--- src/design/cbd_pkg.sv ---
`default_nettype none

package cbd_pkg;

   // Memory sizes and address widths
   localparam int RAM_DEPTH = 2048;
   localparam int ROM_DEPTH = 32768;
   localparam int RAM_AW    = $clog2(RAM_DEPTH);
   localparam int ROM_AW    = $clog2(ROM_DEPTH);

   // Access kinds carried in the request
   localparam logic [1:0] MODE_READ  = 2'd0;
   localparam logic [1:0] MODE_WRITE = 2'd1;
   localparam logic [1:0] MODE_LOAD  = 2'd2;

   // Where the read data of an access comes from
   localparam logic [1:0] SRC_NONE = 2'd0;
   localparam logic [1:0] SRC_RAM  = 2'd1;
   localparam logic [1:0] SRC_ROM  = 2'd2;

   // Fixed bus addresses
   localparam logic [15:0] DMA_ADDR = 16'h4014;

   // PPU register numbers of interest
   localparam logic [2:0] PPU_STATUS = 3'd2;
   localparam logic [2:0] PPU_OAMDATA = 3'd4;
   localparam logic [2:0] PPU_DATA = 3'd7;

   // Decoded access, everything except the memory read data
   typedef struct packed {
      logic [1:0] src;
      logic       ppu_strobe;
      logic       ppu_is_write;
      logic [2:0] ppu_reg;
      logic [7:0] ppu_wdata;
      logic       dma_start;
      logic [7:0] dma_page;
      logic       bad_write;
   } info_type;

   // Request to the memories for one access
   typedef struct packed {
      logic              rd_en;
      logic              ram_we;
      logic              rom_we;
      logic [RAM_AW-1:0] ram_addr;
      logic [ROM_AW-1:0] rom_raddr;
      logic [ROM_AW-1:0] rom_waddr;
      logic [7:0]        wdata;
   } mem_req_type;

endpackage

`default_nettype wire

--- src/design/cbd_decode.sv ---
`default_nettype none

module cbd_decode
   import cbd_pkg::*;
(
   input  wire logic        accept,
   input  wire logic        rom_is_16k,
   input  wire logic [1:0]  mode,
   input  wire logic [15:0] addr,
   input  wire logic [7:0]  wdata,
   input  wire logic [14:0] rom_offset,
   output info_type         info,
   output mem_req_type      mem_req
);

   logic in_ram;
   logic in_ppu;
   logic in_rom;

   // Address regions
   assign in_ram = (addr[15:13] == 3'b000);
   assign in_ppu = (addr[15:13] == 3'b001);
   assign in_rom = addr[15];

   // Memory side: addresses are always formed, enables only on an accepted request
   always_comb begin
      mem_req.rd_en     = accept;
      mem_req.ram_we    = accept && (mode == MODE_WRITE) && in_ram;
      mem_req.rom_we    = accept && (mode == MODE_LOAD);
      mem_req.ram_addr  = addr[RAM_AW-1:0];
      mem_req.rom_raddr = {addr[14] & ~rom_is_16k, addr[13:0]};
      mem_req.rom_waddr = rom_offset[ROM_AW-1:0];
      mem_req.wdata     = wdata;
   end

   // Register side effects of the access
   always_comb begin
      info = '0;
      case (mode)
         MODE_READ: begin
            if (in_ram) begin
               info.src = SRC_RAM;
            end else if (in_ppu) begin
               if (addr[2:0] inside {PPU_STATUS, PPU_OAMDATA, PPU_DATA}) begin
                  info.ppu_strobe = 1'b1;
                  info.ppu_reg    = addr[2:0];
               end
            end else if (in_rom) begin
               info.src = SRC_ROM;
            end
         end
         MODE_WRITE: begin
            if (in_ppu) begin
               // The status register is read only
               if (addr[2:0] == PPU_STATUS) begin
                  info.bad_write = 1'b1;
               end else begin
                  info.ppu_strobe   = 1'b1;
                  info.ppu_is_write = 1'b1;
                  info.ppu_reg      = addr[2:0];
                  info.ppu_wdata    = wdata;
               end
            end else if (addr == DMA_ADDR) begin
               info.dma_start = 1'b1;
               info.dma_page  = wdata;
            end else if (in_rom) begin
               info.bad_write = 1'b1;
            end
         end
         default: begin
            info = '0;
         end
      endcase
   end

endmodule

`default_nettype wire

--- config.mk ---
export PLATFORM = sky130hd
export DESIGN_NAME = cbd_decode
export DESIGN_NICKNAME = d
export VERILOG_FILES = /design/src/design/cbd_pkg.sv /design/src/design/cbd_decode.sv
export SDC_FILE = /design/constraint.sdc
export NUM_CORES = 1
export LEC_CHECK = 0
export BUFFER_PORTS_ARGS = -buffer_cell sky130_fd_sc_hd__clkbuf_2
export CAP_MARGIN = 20
export CORE_ASPECT_RATIO = 0.7
export CORE_MARGIN = 8
export CORE_UTILIZATION = 30
export DETAILED_ROUTE_END_ITERATION = 8
export PLACE_DENSITY = 0.84
export REMOVE_ABC_BUFFERS = 1
export SLEW_MARGIN = 40
export SYNTH_ARGS = -nofsm -noshare
export SYNTH_HDL_FRONTEND = slang
export SYNTH_SLANG_ARGS = --single-unit
--- constraint.sdc ---
create_clock -name vclk -period 2.2
set_input_delay 0.44 -clock vclk [all_inputs]
set_output_delay 0.44 -clock vclk [all_outputs]
set_load 0.05 [all_outputs]
### After elaboration in Yosys (flattened, before gate mapping)

Index checks and enable logic that the tools add are counted.

* input port bits: 43
* logic and storage cells: 37
* register bits after elaboration: 0

* mux-type cells: 22
* equality and inequality tests: 7
* reduce and logical (&&, ||, !) cells: 6
* bitwise logic cells: 2

Operator list (number)
* 2-to-1 mux 13 bit: 2
* 2-to-1 mux 18 bit: 1
* 2-to-1 mux 9 bit: 2
* equality test 16 x 15 -> 1 bit, second input constant: 1
* 2-to-1 mux 3 bit: 3
* 2-to-1 mux 1 bit: 8
* 2-to-1 mux 2 bit: 4
* equality test 3 bit, second input constant: 2
* case mux 3 bit (2 select lines): 1
* equality test 3 x 1 -> 1 bit, second input constant: 1
* equality test 3 x 2 -> 1 bit, second input constant: 1
* logical AND 1 bit: 3
* zero test 3 bit: 1
* nonzero test 3 bit: 1
* equality test 2 x 1 -> 1 bit, second input constant: 1
* equality test 2 bit, second input constant: 1
* zero test 2 bit: 1
* case mux 1 bit (2 select lines): 1
* AND 1 bit: 1
* inverter 1 bit: 1

### Logic depth before layout (Yosys ltp)

* depth after elaboration: 6
* gate-level depth with buffers: 5

### Least setup slack after synthesis

Ideal clock, no wire load.

* path type: input to output
* start: in addr[0]
* end: out info[0] in the netlist's numbering
* setup slack: -0.219 ns
* arrival time: 1.979 ns
* stages: 4
* data required time: 1.760 ns
* path through: buf_6 nor3b_2 a31oi_1 nor3b_1

RTL lines
* start: declaration: RTL line cbd_decode.sv:9 `input wire logic [15:0] addr,`
* end: declaration: RTL line cbd_decode.sv:12 `output info_type info,`

==> results by group <==
Floorplanning
  • Core region area: 0.00244 sq mm
  • Die Height: 58.1 microns
  • Initial Util: 31.2%
  • Die Wd: 76.2 microns
  • Die Footprint: 0.00443 sq mm
  • Row cnt: 15
  • I/O pins: 120

Finish
  • Seq cells: 0
  • Share of cells above drive strength 1: 73.5%
  • Diode count: 0
  • Fin nets: 196
  • Clock buf count: 0
  • Area delta synth->final: 48.4%
  • Sequential Area: 0 sq um
  • Multi-input gate area: 383 sq um
  • Final Util: 46.3%
  • Fill cell count: 255

Logic synthesis
  • Post-synth top cells: buf_4 (49), and2_1 (9), and3_1 (9)
  • Yosys top cell area share: 48.4%
  • Distinct cells, synth: 28
  • Share of the yosys chip area belonging to registers: 0%
  • Avg Inst Size Synth: 7.46 sq um
  • Leading area contributor after synthesis: buf_4
  • Most common cell in the netlist: buf_4
  • Mapped Area: 761 sq um
  • Ys Warns: 0
  • Post-synthesis instance total: 102
  • Largest cells by area after synthesis: buf_4 (48%), and2_1 (7.4%), and3_1 (7.4%)

Worst hold path
  • Hold wc startpoint: rom_offset[8]
  • Hold Path Stages: 0
  • Hold crit path type: input port to output port

Power and ir drop
  • Final Power: 266 uW
  • PD cells: 236 mW/mm^2
  • Leak: 0.661 nW
  • Maximum VDD drop: 104 uV

Global routing
  • Pin count of the biggest net entering global routing: 12
  • Vias in the first global route: 842
  • Global route total overflow: 0
  • First-pass GRT wire length: 4.19 mm
  • Initial antenna violation count: 0
  • GRT Resource Usage Total: 10.9%

STA
  • Relative slew slack: 80.0%
  • Slew at the pin with the worst max-slew slack: 0.297 ns
  • Fmax: 0.462 GHz
  • Final slew viol count: 0
  • Setup TNS: 0 ns
  • Tcrit/Tclk final: 98.5%
  • Setup violators final: 0
  • Final hold vios: 0
  • Unrepaired setup endpoints after global routing: true
  • Tmin final: 2.17 ns

Place
  • Gp weighted congestion: 0.714
  • HPWL Detailed: 2.39 mm
  • Port Buffers: 90

Drt
  • Number of vias in the routed layout: 821
  • Post-route ant nets: 0
  • DRT iter0 DRCs: 19
  • Vias/cell: 4.44
  • Pre-antenna DRT Iters: 4
  • DRC: 0
  • WL final: 2.79 mm
  • Avg WL per Cell: 15.1 microns

Critical path
  • CP startpoint kind: input port
  • Crit path max fanout: 9
  • Crit path to: info[6]
  • CP Class: input port to output port
  • WP data arrival: 1.73 ns
  • Required time worst endpoint: 1.76 ns
  • Launch point of the worst path: addr[5]
  • Endpoint class of the critical path: output port

Status
  • Status: completed

Flow run
  • Max_cap viols: 0
==> cells by family (layout without fill, tap and decap cells) <==
logic type / after synthesis / count (layout) / share of synthesized area, %
XOR/XNOR: 2 / 2 / 2.30
buffers and inverters: 53 / 102 / 51.6
AND/OR/NAND/NOR: 41 / 41 / 40.0
AO/OA/AOI/OAI: 6 / 6 / 6.08
==> layer usage <==
metal | global-route usage, % | up-vias | part of all wire, %
met5 | 7.32 | - | 1.6
met4 | 0 | 2 | 0
met1 | 10.6 | 348 | 36
met3 | 8.18 | 2 | 15
li1 | - | 399 | -
met2 | 18.9 | 70 | 48
==> metrics by stage <==
step           cells  area, sq um  worst slack, ns  hold WS, ns
3_5_place_dp     185         1020          -0.0780        0.880
3_3_place_gp     185         1020          -0.0497        0.880
6_report         185         1130           0.0334        0.880
4_1_cts          185         1080         -0.00998        0.880
2_1_floorplan     50          372           -0.194        0.880
5_1_grt          185         1130          -0.0498        0.880
==> placed cells by master (no fill, tap or decap), types with 2 or more instances in the layout <==
cell type  netlist  routed
buf_12           0       5
buf_4           49      10
and3_1           9       6
clkbuf_2         0      71
and2_1           9       9
and3_4           0       3
nor3b_2          2       2
nor2_1           5       5
clkbuf_4         0       6
buf_8            0       6
nor3b_1          2       2
buf_6            1       3
nand2_1          3       3
o211a_1          2       2
==> power breakdown <==
group	switching, mW	leakage (nW)	internal (mW)	total [mW]
Sequential	0	0	0	0
Combinational	0.196	0.661	0.0700	0.266
Clock	0	0	0	0
Total	0.196	0.661	0.0700	0.266
==> worst max-delay path: stages <==
cell    delay [ns]
buf_6         0.09
or4b_4        0.54
nor4_4        0.15
buf_6         0.16
and3_1        0.19
buf_8         0.15
==> timing repair <==
action,in CTS,in global routing
gates resized for setup,13,25
setup endpoints to repair,9,15
setup buffers,0,0
hold buffers,0,0
pin swaps,0,0
==> cell type report <==
type | instances | area share, %
repair buffers | 101 | 62.0
well taps | 34 | 3.77
inverters | 1 | 0.333
multi-input cells | 49 | 33.9
==> worst min path at each step <==
stage / endpoint / slack (ns)
floorplan: mem_req[0] / 0.88
global placement: mem_req[8] / 0.88
detailed placement: mem_req[8] / 0.88
CTS: mem_req[8] / 0.88
global route: mem_req[8] / 0.88
finish: mem_req[16] / 0.88
Note: power is estimated with default switching activity, not from simulation.
